==> src/sv/rcst_pkg.sv <==
// Package for the register constant store tracker: instruction codes, item and
// result types, and the write-port bundle of the value store. No dependencies.
`default_nettype none

package rcst_pkg;

  localparam int NUM_REGS = 32;
  localparam int REG_W    = 5;
  localparam int VAL_W    = 32;
  localparam int IMM_W    = 16;

  // Registers cleared by a linking branch (the volatile argument registers).
  localparam int VOL_LO = 3;
  localparam int VOL_HI = 12;

  // Register that aliases the incoming object pointer at the start of a body.
  localparam int OBJ_REG = 3;
  localparam logic [NUM_REGS-1:0] ALIAS_RESET = NUM_REGS'(1) << OBJ_REG;

  typedef enum logic [2:0] {
    OP_ADDIS  = 3'd0,
    OP_ADDI   = 3'd1,
    OP_ORI    = 3'd2,
    OP_OR     = 3'd3,
    OP_STW    = 3'd4,
    OP_BRANCH = 3'd5,
    OP_OTHER  = 3'd6
  } op_t;

  typedef struct packed {
    logic [2:0]              operation;
    logic                    link_bit;
    logic [REG_W-1:0]        reg_d;
    logic [REG_W-1:0]        reg_a;
    logic [REG_W-1:0]        reg_s;
    logic [REG_W-1:0]        reg_b;
    logic signed [IMM_W-1:0] signed_imm;
    logic [IMM_W-1:0]        unsigned_imm;
    logic signed [IMM_W-1:0] store_disp;
    logic                    start_req;
    logic                    last;
  } rcst_item_t;

  typedef struct packed {
    logic [VAL_W-1:0] found_pointer;
    logic             final_res;
  } rcst_result_t;

  typedef struct packed {
    logic             en;
    logic [REG_W-1:0] addr;
    logic [VAL_W-1:0] data;
  } rcst_wr_t;

endpackage

`default_nettype wire

==> src/sv/rcst_stream_if.sv <==
// Valid/ready stream interface used for both the item and the result channel.
// The payload type is a parameter; no package dependency.
`default_nettype none

interface rcst_stream_if #(
  parameter type T = logic
);
  logic valid;
  logic ready;
  T     data;

  modport source (output valid, output data, input ready);
  modport sink   (input valid, input data, output ready);
endinterface

`default_nettype wire

==> src/sv/register_constant_store_tracker_top.sv <==
// Register constant store tracker, top level. Depends on rcst_pkg,
// rcst_stream_if and rcst_regfile.
//
// The block scans a stream of pre-decoded PowerPC instructions, one item per
// instruction, and tracks for each of the 32 general registers whether it holds
// a known 32-bit constant and whether it aliases the incoming object pointer
// (register 3 at the start of a body). A word store at displacement zero through
// an alias register, whose stored register holds a known constant, records that
// constant as the found pointer; the last such store wins. Every item yields one
// result carrying the current found pointer and a copy of its last flag. An item
// with start_req set first returns all tracking to its initial state. The block
// accepts one item per clock cycle unless the result channel stalls it: the
// register values are read from the value store on acceptance, and the update
// of the flags, the value store and the found pointer happens when the item
// leaves the execute stage, together with the loading of the result register.
// A write and a read of the same register on one edge are bypassed, so
// dependent instructions may follow each other directly. Backpressure on the
// result channel stalls the input only when both internal stages are full.
`default_nettype none

module register_constant_store_tracker_top
  import rcst_pkg::*;
(
  input wire logic   clk,
  input wire logic   rst,
  rcst_stream_if.sink   item_in,
  rcst_stream_if.source result_out
);

  // Execute stage holding one accepted item.
  rcst_item_t s1_item;
  logic       s1_v;

  // Result register.
  rcst_result_t res;
  logic         res_v;

  // Tracking state. Constant values live in the value store.
  logic [NUM_REGS-1:0] known;
  logic [NUM_REGS-1:0] alias_flag;
  logic [VAL_W-1:0]    pointer_found;

  logic [NUM_REGS-1:0] known_next;
  logic [NUM_REGS-1:0] alias_next;
  logic [VAL_W-1:0]    pointer_next;

  logic [VAL_W-1:0] val_a;
  logic [VAL_W-1:0] val_s;
  rcst_wr_t         wr;
  rcst_wr_t         wr_c;

  logic adv;
  logic s1_fire;
  logic accept;

  assign adv     = !res_v || result_out.ready;
  assign s1_fire = s1_v && adv;
  assign accept  = item_in.valid && item_in.ready;

  assign item_in.ready    = !s1_v || adv;
  assign result_out.valid = res_v;
  assign result_out.data  = res;

  rcst_regfile u_regfile (
    .clk       (clk),
    .rd_en     (accept),
    .rd_addr_a (item_in.data.reg_a),
    .rd_addr_s (item_in.data.reg_s),
    .wr        (wr),
    .rd_data_a (val_a),
    .rd_data_s (val_s)
  );

  // Update of the tracking state for the item in the execute stage. A start
  // item works on the initial state; stale store values are harmless because
  // every known flag is cleared then.
  always_comb begin
    logic [NUM_REGS-1:0] k_cur;
    logic [NUM_REGS-1:0] a_cur;
    logic [VAL_W-1:0]    p_cur;
    logic [VAL_W-1:0]    addend;
    logic                src_ok;

    k_cur  = s1_item.start_req ? '0 : known;
    a_cur  = s1_item.start_req ? ALIAS_RESET : alias_flag;
    p_cur  = s1_item.start_req ? '0 : pointer_found;
    addend = '0;
    src_ok = 1'b0;

    known_next   = k_cur;
    alias_next   = a_cur;
    pointer_next = p_cur;
    wr_c         = '0;

    case (s1_item.operation)
      OP_ADDIS, OP_ADDI: begin
        if (s1_item.operation == OP_ADDIS) begin
          addend = {s1_item.signed_imm, {IMM_W{1'b0}}};
        end else begin
          addend = VAL_W'(s1_item.signed_imm);
        end
        src_ok = (s1_item.reg_a == '0) || k_cur[s1_item.reg_a];
        known_next[s1_item.reg_d] = src_ok;
        wr_c.en   = src_ok;
        wr_c.addr = s1_item.reg_d;
        wr_c.data = (s1_item.reg_a == '0) ? addend : val_a + addend;
        // A move through addi with zero immediate carries the alias along.
        alias_next[s1_item.reg_d] = (s1_item.operation == OP_ADDI)
                                 && (s1_item.reg_a != '0)
                                 && (s1_item.signed_imm == '0)
                                 && a_cur[s1_item.reg_a];
      end
      OP_ORI: begin
        known_next[s1_item.reg_a] = k_cur[s1_item.reg_s];
        alias_next[s1_item.reg_a] = 1'b0;
        wr_c.en   = k_cur[s1_item.reg_s];
        wr_c.addr = s1_item.reg_a;
        wr_c.data = val_s | VAL_W'(s1_item.unsigned_imm);
      end
      OP_OR: begin
        if (s1_item.reg_s == s1_item.reg_b) begin
          // Register move.
          known_next[s1_item.reg_a] = k_cur[s1_item.reg_s];
          alias_next[s1_item.reg_a] = a_cur[s1_item.reg_s];
          wr_c.en   = k_cur[s1_item.reg_s];
          wr_c.addr = s1_item.reg_a;
          wr_c.data = val_s;
        end else begin
          known_next[s1_item.reg_a] = 1'b0;
          alias_next[s1_item.reg_a] = 1'b0;
        end
      end
      OP_STW: begin
        if (s1_item.store_disp == '0 && a_cur[s1_item.reg_a] && k_cur[s1_item.reg_s]) begin
          pointer_next = val_s;
        end
      end
      OP_BRANCH: begin
        if (s1_item.link_bit) begin
          known_next[VOL_HI:VOL_LO] = '0;
          alias_next[VOL_HI:VOL_LO] = '0;
        end
      end
      default: begin
      end
    endcase
  end

  always_comb begin
    wr    = wr_c;
    wr.en = wr_c.en && s1_fire;
  end

  always_ff @(posedge clk) begin
    if (rst) begin
      s1_v          <= 1'b0;
      res_v         <= 1'b0;
      known         <= '0;
      alias_flag    <= ALIAS_RESET;
      pointer_found <= '0;
    end else begin
      if (accept) begin
        s1_v <= 1'b1;
      end else if (s1_fire) begin
        s1_v <= 1'b0;
      end
      if (s1_fire) begin
        res_v         <= 1'b1;
        known         <= known_next;
        alias_flag    <= alias_next;
        pointer_found <= pointer_next;
      end else if (result_out.ready) begin
        res_v <= 1'b0;
      end
    end
  end

  always_ff @(posedge clk) begin
    if (accept) begin
      s1_item <= item_in.data;
    end
    if (s1_fire) begin
      res.found_pointer <= pointer_next;
      res.final_res     <= s1_item.last;
    end
  end

  // The value store is written only by an item leaving the execute stage.
  a_wr_on_fire: assert property (@(posedge clk) disable iff (rst)
    wr.en |-> s1_fire)
    else $error("value store written without an item leaving execute");

  // Only a store can change the found pointer of a continuing body.
  a_ptr_only_stw: assert property (@(posedge clk) disable iff (rst)
    (s1_fire && !s1_item.start_req && s1_item.operation != OP_STW)
      |=> $stable(pointer_found))
    else $error("found pointer changed by a non-store item");

  // A call leaves no volatile register known or aliased.
  a_call_clears: assert property (@(posedge clk) disable iff (rst)
    (s1_fire && s1_item.operation == OP_BRANCH && s1_item.link_bit)
      |=> (known[VOL_HI:VOL_LO] == '0 && alias_flag[VOL_HI:VOL_LO] == '0))
    else $error("linking branch left volatile registers tracked");

  // A start item with no register effect leaves exactly the initial state.
  a_start_state: assert property (@(posedge clk) disable iff (rst)
    (s1_fire && s1_item.start_req && s1_item.operation == OP_OTHER)
      |=> (known == '0 && alias_flag == ALIAS_RESET && pointer_found == '0))
    else $error("start item did not restore the initial tracking state");

  // The result register follows the execute stage in the next cycle.
  a_res_follows: assert property (@(posedge clk) disable iff (rst)
    s1_fire |=> (res_v && res.found_pointer == pointer_found))
    else $error("result register does not show the updated found pointer");

endmodule

`default_nettype wire

==> src/sv/rcst_regfile.sv <==
// Value store of the tracker: 32 x 32-bit memory, one write port and two
// registered read ports with write-first bypass. Depends on rcst_pkg.
`default_nettype none

module rcst_regfile
  import rcst_pkg::*;
(
  input  wire logic             clk,
  input  wire logic             rd_en,
  input  wire logic [REG_W-1:0] rd_addr_a,
  input  wire logic [REG_W-1:0] rd_addr_s,
  input  wire rcst_wr_t         wr,
  output      logic [VAL_W-1:0] rd_data_a,
  output      logic [VAL_W-1:0] rd_data_s
);

  logic [VAL_W-1:0] mem [NUM_REGS];

  always_ff @(posedge clk) begin
    if (wr.en) begin
      mem[wr.addr] <= wr.data;
    end
  end

  // A write landing on the same edge as the read is passed straight through.
  always_ff @(posedge clk) begin
    if (rd_en) begin
      rd_data_a <= (wr.en && wr.addr == rd_addr_a) ? wr.data : mem[rd_addr_a];
      rd_data_s <= (wr.en && wr.addr == rd_addr_s) ? wr.data : mem[rd_addr_s];
    end
  end

endmodule

`default_nettype wire

==> src/flat_wrapper.sv <==
// flat-port wrapper written by rule: the top's interface ports become plain ports
module register_constant_store_tracker_top_flat import rcst_pkg::*;
  (clk, rst, item_in_valid, item_in_data, item_in_ready, result_out_valid, result_out_data, result_out_ready);
  rcst_stream_if #(.T(rcst_item_t)) item_in_i ();
  rcst_stream_if #(.T(rcst_result_t)) result_out_i ();
  input wire logic clk;
  input wire logic rst;
  input wire logic [$bits(item_in_i.valid)-1:0] item_in_valid;
  input wire logic [$bits(item_in_i.data)-1:0] item_in_data;
  output wire logic [$bits(item_in_i.ready)-1:0] item_in_ready;
  output wire logic [$bits(result_out_i.valid)-1:0] result_out_valid;
  output wire logic [$bits(result_out_i.data)-1:0] result_out_data;
  input wire logic [$bits(result_out_i.ready)-1:0] result_out_ready;
  assign item_in_i.valid = item_in_valid;
  assign item_in_i.data = item_in_data;
  assign item_in_ready = item_in_i.ready;
  assign result_out_valid = result_out_i.valid;
  assign result_out_data = result_out_i.data;
  assign result_out_i.ready = result_out_ready;
  register_constant_store_tracker_top u_core (.clk(clk), .rst(rst), .item_in(item_in_i), .result_out(result_out_i));
endmodule
==> config.mk <==
export PLATFORM = sky130hd
export DESIGN_NAME = register_constant_store_tracker_top_flat
export DESIGN_NICKNAME = d
export VERILOG_FILES = /design/src/sv/rcst_pkg.sv /design/src/sv/rcst_stream_if.sv /design/src/sv/register_constant_store_tracker_top.sv /design/src/sv/rcst_regfile.sv /design/src/flat_wrapper.sv
export SDC_FILE = /design/constraint.sdc
export NUM_CORES = 2
export LEC_CHECK = 0
export ABC_AREA = 1
export CAP_MARGIN = 20
export CORE_MARGIN = 2
export CORE_UTILIZATION = 40
export DETAILED_ROUTE_END_ITERATION = 6
export DONT_BUFFER_PORTS = 1
export PLACE_DENSITY = 0.57
export SYNTH_ARGS = -nofsm -noshare
export SYNTH_HDL_FRONTEND = slang
export SYNTH_SLANG_ARGS = --single-unit
==> constraint.sdc <==
create_clock -name clk -period 7 [get_ports clk]
set_input_delay 0.7 -clock clk [delete_from_list [all_inputs] [get_ports clk]]
set_output_delay 0.7 -clock clk [all_outputs]
set_load 0.1 [all_outputs]
Yosys cells after proc, flatten, opt, wreduce, memory -nomap -nowiden
Memory sizes are Yosys's and may differ from the RTL's. A register that Yosys moved wholly into a read port is not among the register bits.
Cells that the tools add are included.
Operators by class
  $add $sub $neg: 1
  magnitude comparators: 5
  equal/unequal tests: 6
  mux-type cells: 42
  bitwise logic cells: 4
  reduce and logical (&&, ||, !) cells: 23
Operators with widths (count)
  $mux W32: 9
  $bwmux W32: 4
  $pmux W19 S3: 2
  $pmux W38 S3: 1
  $pmux W10 S4: 2
  $and A32 B32 Y32: 2
  $mux W38: 1
  $add A32 B32 Y32: 1
  $logic_not A16 Y1: 2
  $not A32 Y32: 1
  $or A32 B16 Y32: 1
  $mux W31: 1
  $bmux W1 S5: 4
  $mux W10: 2
  $lt A5 B6 Y1 const B: 3
  $pmux W3 S3: 2
  $mux W1: 12
  $demux W1 S5: 2
  $ge A5 B1 Y1 const B: 2
  $logic_and A1 B1 Y1: 10
  $eq A3 B2 Y1 const B: 2
  $eq A3 B3 Y1 const B: 2
  $eq A5 B5 Y1: 1
  $logic_not A5 Y1: 1
  other kinds (7): 11
Word-level totals
  flip-flop bits (word level): 205
  RAM bits: 1024
  input port bits: 78
  logic and storage cells: 100
  memories kept: 1
Memory list
  u_core.u_regfile.mem: depth 32, bits a word 32, read ports 2, clocked after memory_dff 2, wr ports 1, RTL line rcst_regfile.sv:17  | logic [VAL_W-1:0] mem [NUM_REGS];

Logic depth before layout (Yosys ltp)
  word-level depth: 9
  gate-level depth with buffers: 23

Cells and area by module
Synthesis repeated with hierarchy kept, for this count alone.
Second synthesis, totals
  cells, all modules: 8480
  area total of the unflattened synthesis: 69653.1 um^2
By module, submodules not included
  rcst_regfile: instances 1, cells an instance 6034, area each 54459.7 um^2, seq. area each 32671.3 um^2
  register_constant_store_tracker_top: instances 1, cells an instance 2446, area each 15193.3 um^2, seq. area each 5175.0 um^2

Least setup slack after synthesis
No wires, ideal clock.
  path type: reg-to-reg
  from: register u_core.res_v (netlist: u_core.result_out.valid)
  to: register u_core.s1_item[0] (netlist name) (enable)
  arrival time: 4.411 ns
  required time: 6.509 ns
  setup slack: 2.099 ns
  cell stages (with the launch flop): 4
  clock period less this slack: 4.901 ns
  cell sequence: dfxtp_1 > nand3_1 > nand2_1 > inv_1
Between the ends
  cells in the longest elaborated chain, start to end: 4
Ends and longest elaborated chain
  from (decl): RTL line register_constant_store_tracker_top.sv:36  | logic res_v;
  from (signal assigned): RTL line register_constant_store_tracker_top.sv:157  | res_v <= 1'b0;
  from (signal assigned): RTL line register_constant_store_tracker_top.sv:168  | res_v <= 1'b1;
  from (signal assigned): RTL line register_constant_store_tracker_top.sv:173  | res_v <= 1'b0;
  $logic_not A1 Y1: RTL line register_constant_store_tracker_top.sv:56  | assign adv = !res_v || result_out.ready;
  $logic_or A1 B1 Y1: RTL line register_constant_store_tracker_top.sv:56
  $logic_or A1 B1 Y1: RTL line register_constant_store_tracker_top.sv:60  | assign item_in.ready = !s1_v || adv;
  via item_in_ready: RTL line flat_wrapper.sv:10  | output wire logic [$bits(item_in_i.ready)-1:0] item_in_ready;
  $logic_and A1 B1 Y1: RTL line register_constant_store_tracker_top.sv:58  | assign accept = item_in.valid && item_in.ready;
  via u_core.accept: RTL line register_constant_store_tracker_top.sv:54  | logic accept;
  to (signal assigned): RTL line register_constant_store_tracker_top.sv:180  | s1_item <= item_in.data;
  to (decl): RTL line register_constant_store_tracker_top.sv:31  | rcst_item_t s1_item;
The timed path passes the listed nets, and every way through them passes these cells.
A chain may end at the register's enable or synchronous reset.

==> results by group <==
Die
  – Initial Utilization: 40.3%
  – FP Rows: 150
  – Ports: roughly 110
  – Die Y: 415 microns
  – Die ar.: 0.172 sq mm
  – Total core area: 0.167 sq mm
  – Die X: 415 microns

Clock network
  – Root buf cell: clkbuf_16
  – Post-CTS sizing: 0
  – Setup bufs post-CTS: 0
  – Worst-Skew Late Latency: 0.82 ns
  – Maximum clock path buffer count: 3
  – H-tree depth: 4
  – Clock-pin slew on the worst setup and hold paths: ~0.07 ns
  – TritonCTS clock tree: yes
  – CTS Hold Bufs: 67
  – CTS Buf Count: ~150
  – Clock sink count: 1293

Status
  – Outcome: finished, violations left
  – Failing checks: max-slew violations, negative setup slack

GRT
  – Grt met3 use: 5.81%
  – Met2 Usage GRT: 41.7%
  – Grt total ovfl: 0
  – Gr usage total: 27.5%
  – Number of global-route vias before repair: 54000
  – Largest net degree at the start of global routing: ~850
  – Initial antenna violation count: 8
  – Met1 GRT Util: 39.0%
  – Busiest grt layer: met2
  – First-pass GRT wire length: 358 mm

Job
  – Max-Cap Viols: 0

Synth
  – Sequential share of the synthesized area: 56.1%
  – Yosys warns: 0
  – Post-Syn Area per Cell: approximately 8.8 sq um
  – #FFs+latches synth: 1293
  – Syn Nets: just under 8000
  – Ys flop type: edfxtp_1
  – Ys async rst share: 0%
  – Netlist cell types: 53
  – Synth Instances: roughly 7700
  – Mapped Area: 0.0675 sq mm
  – Post-synth EDFFs: 1195

Route
  – Vias: approximately 58000
  – Routed WL: 244 mm
  – Vias/cell: 5.95
  – Antenna Nets Post-Route: 0
  – Drt pass-1 iters: 6
  – Initial DRC count: roughly 8600
  – Wire per inst: 25.0 microns
  – Drt drc: 0

Placed design
  – Global placement routability congestion: 0.943
  – Place WS: 1.18 ns
  – Port bufs: 0
  – Dpl hpwl: between 100 and 150 mm

Critical path
  – R2R setup slack: 1.00 ns
  – CP Max Fanout: 853
  – Kind of critical path: primary input to flip-flop
  – WP data arrival: between 8 and 9 ns
  – Critical Path Sink Type: flip-flop
  – Critical Path Start Type: primary input
  – Critical Path RT: 7.68 ns

Timing
  – Slew Limit Fails: 1609
  – Fin crit share: 110%
  – Clock Skew: 0.0309 ns
  – Achievable frequency: 130 MHz
  – Worst-Margin Slew: ~5.8 ns
  – RSZ-0062 raised after global routing: false
  – Final hold vios: 0
  – Minimum clock period after layout: roughly 7.7 ns
  – Final setup TNS: -15.79 ns
  – Fin worst setup slack: -0.717 ns
  – Slew HR: -286%
  – Setup Viol. Count Final: 32

Finish
  – Fillers: 16000
  – Commonest non-fill, non-tap cell in the layout: o21ai_0
  – Register area: 0.0378 sq mm
  – Nets: 7553
  – ANT cells: 0
  – Fraction of layout instances using a drive strength above 1: ~5.6%
  – Area of the multi-input gates: 0.0251 sq mm
  – Area delta synth->final: 10.8%
  – Most frequent cells in the layout: o21ai_0 (1425), edfxtp_1 (1195), nand2_1 (1178)

Pwr
  – PwrDens: 244 mW/mm^2
  – Peak supply drop: around 0.00019 V
  – P_leak: 27.2 nW

Hold path
  – Worst hold path type: primary input to flip-flop
## cell usage after synthesis, types with 36 or more instances
master	instances	area, sq um
o21ai_1	66	330
o31ai_1	36	270
buf_2	42	210
a21oi_1	1042	5220
o311ai_0	39	342
inv_1	688	2580
edfxtp_1	1195	35900
nand3_1	360	1800
nand2_1	1181	4430
o211ai_1	155	1160
o22ai_1	64	400
clkbuf_1	424	1590
dfxtp_1	98	1960
a31oi_1	43	269
o21ai_0	1433	7170
nor2_1	543	2040
buf_1	82	308
## sequential cells by signal (all words and copies together), names as in the netlist
name	flops
u_core.u_regfile.mem	1024
u_core.u_regfile.rd_data_a	32
u_core.s1_item	74
u_core.result_out.data	33
u_core.u_regfile.rd_data_s	32
u_core.pointer_found	32
u_core.result_out.valid	1
u_core.s1_v	1
u_core.known	32
u_core.alias_flag	32
## worst max-delay path: stages
cell and delay (ns):
inv_6 2.87, buf_4 0.52, nor2_1 0.07, o21ai_0 0.15, o21ai_0 0.21, a21oi_1 0.49, a32o_1 0.44, nand2_1 0.11
nand2_1 0.10
## final timing paths
| kind | depth (start not counted) | end | start |
|---|---|---|---|
| max reg2reg | 16 | u_core.u_regfile.mem[8][29] | u_core.s1_item[1] |
| max | 9 | u_core.u_regfile.rd_data_a[27] | item_in_data[60] |
| min reg2reg | 0 | u_core.result_out.data[0] | u_core.s1_item[0] |
| min | 3 | u_core.pointer_found[18] | rst |
## stage by stage
step	power [W]	hold slack, ns	utilization (%)	instance area (sq um)	cells
after floorplan	0.0103	0.400	-	67500	7685
after global placement	0.0108	0.421	41.3	69200	9428
after detailed placement	0.0108	0.432	41.4	69300	9435
after CTS	0.0183	0.000682	44.6	74600	9772
after global routing	0.0188	0.0372	44.7	74800	9781
final	0.0182	0.0558	44.7	74800	9781
## metal layers
layer / up-vias / wire length, microns
met2: 3217 / 107000
li1: 26600 / -
met5: - / 27
met4: 4 / 7650
met3: 439 / 26500
met1: 28000 / 104000
## final cells by class
type                    instances  area share, %
clock buffers                 192           5.27
clock inverters                78          0.899
inverters                     711           3.61
multi-input cells            5118           33.6
well taps                    2204           3.69
repair buffers                185           2.35
flip-flops and latches       1293           50.6
## kinds of logic after synthesis
family / after synthesis / synth area share (%)
XOR/XNOR: 16 / 0.208
multiplexers: 1 / 0.0148
buffers and inverters: 1274 / 7.30
AND/OR/NAND/NOR: 2172 / 13.1
adder cells (fa/ha/maj): 19 / 0.363
flip-flops: 1293 / 56.1
AO/OA/AOI/OAI: 2910 / 22.9
## report_power, final
group	total, W	switching [W]	internal [W]
logic	0.00193	0.00137	0.000556
clock network	0.00747	0.00328	0.00419
registers	0.00882	0.000160	0.00866
total	0.0182	0.00482	0.0134
Power figures use the tool's default switching activity.
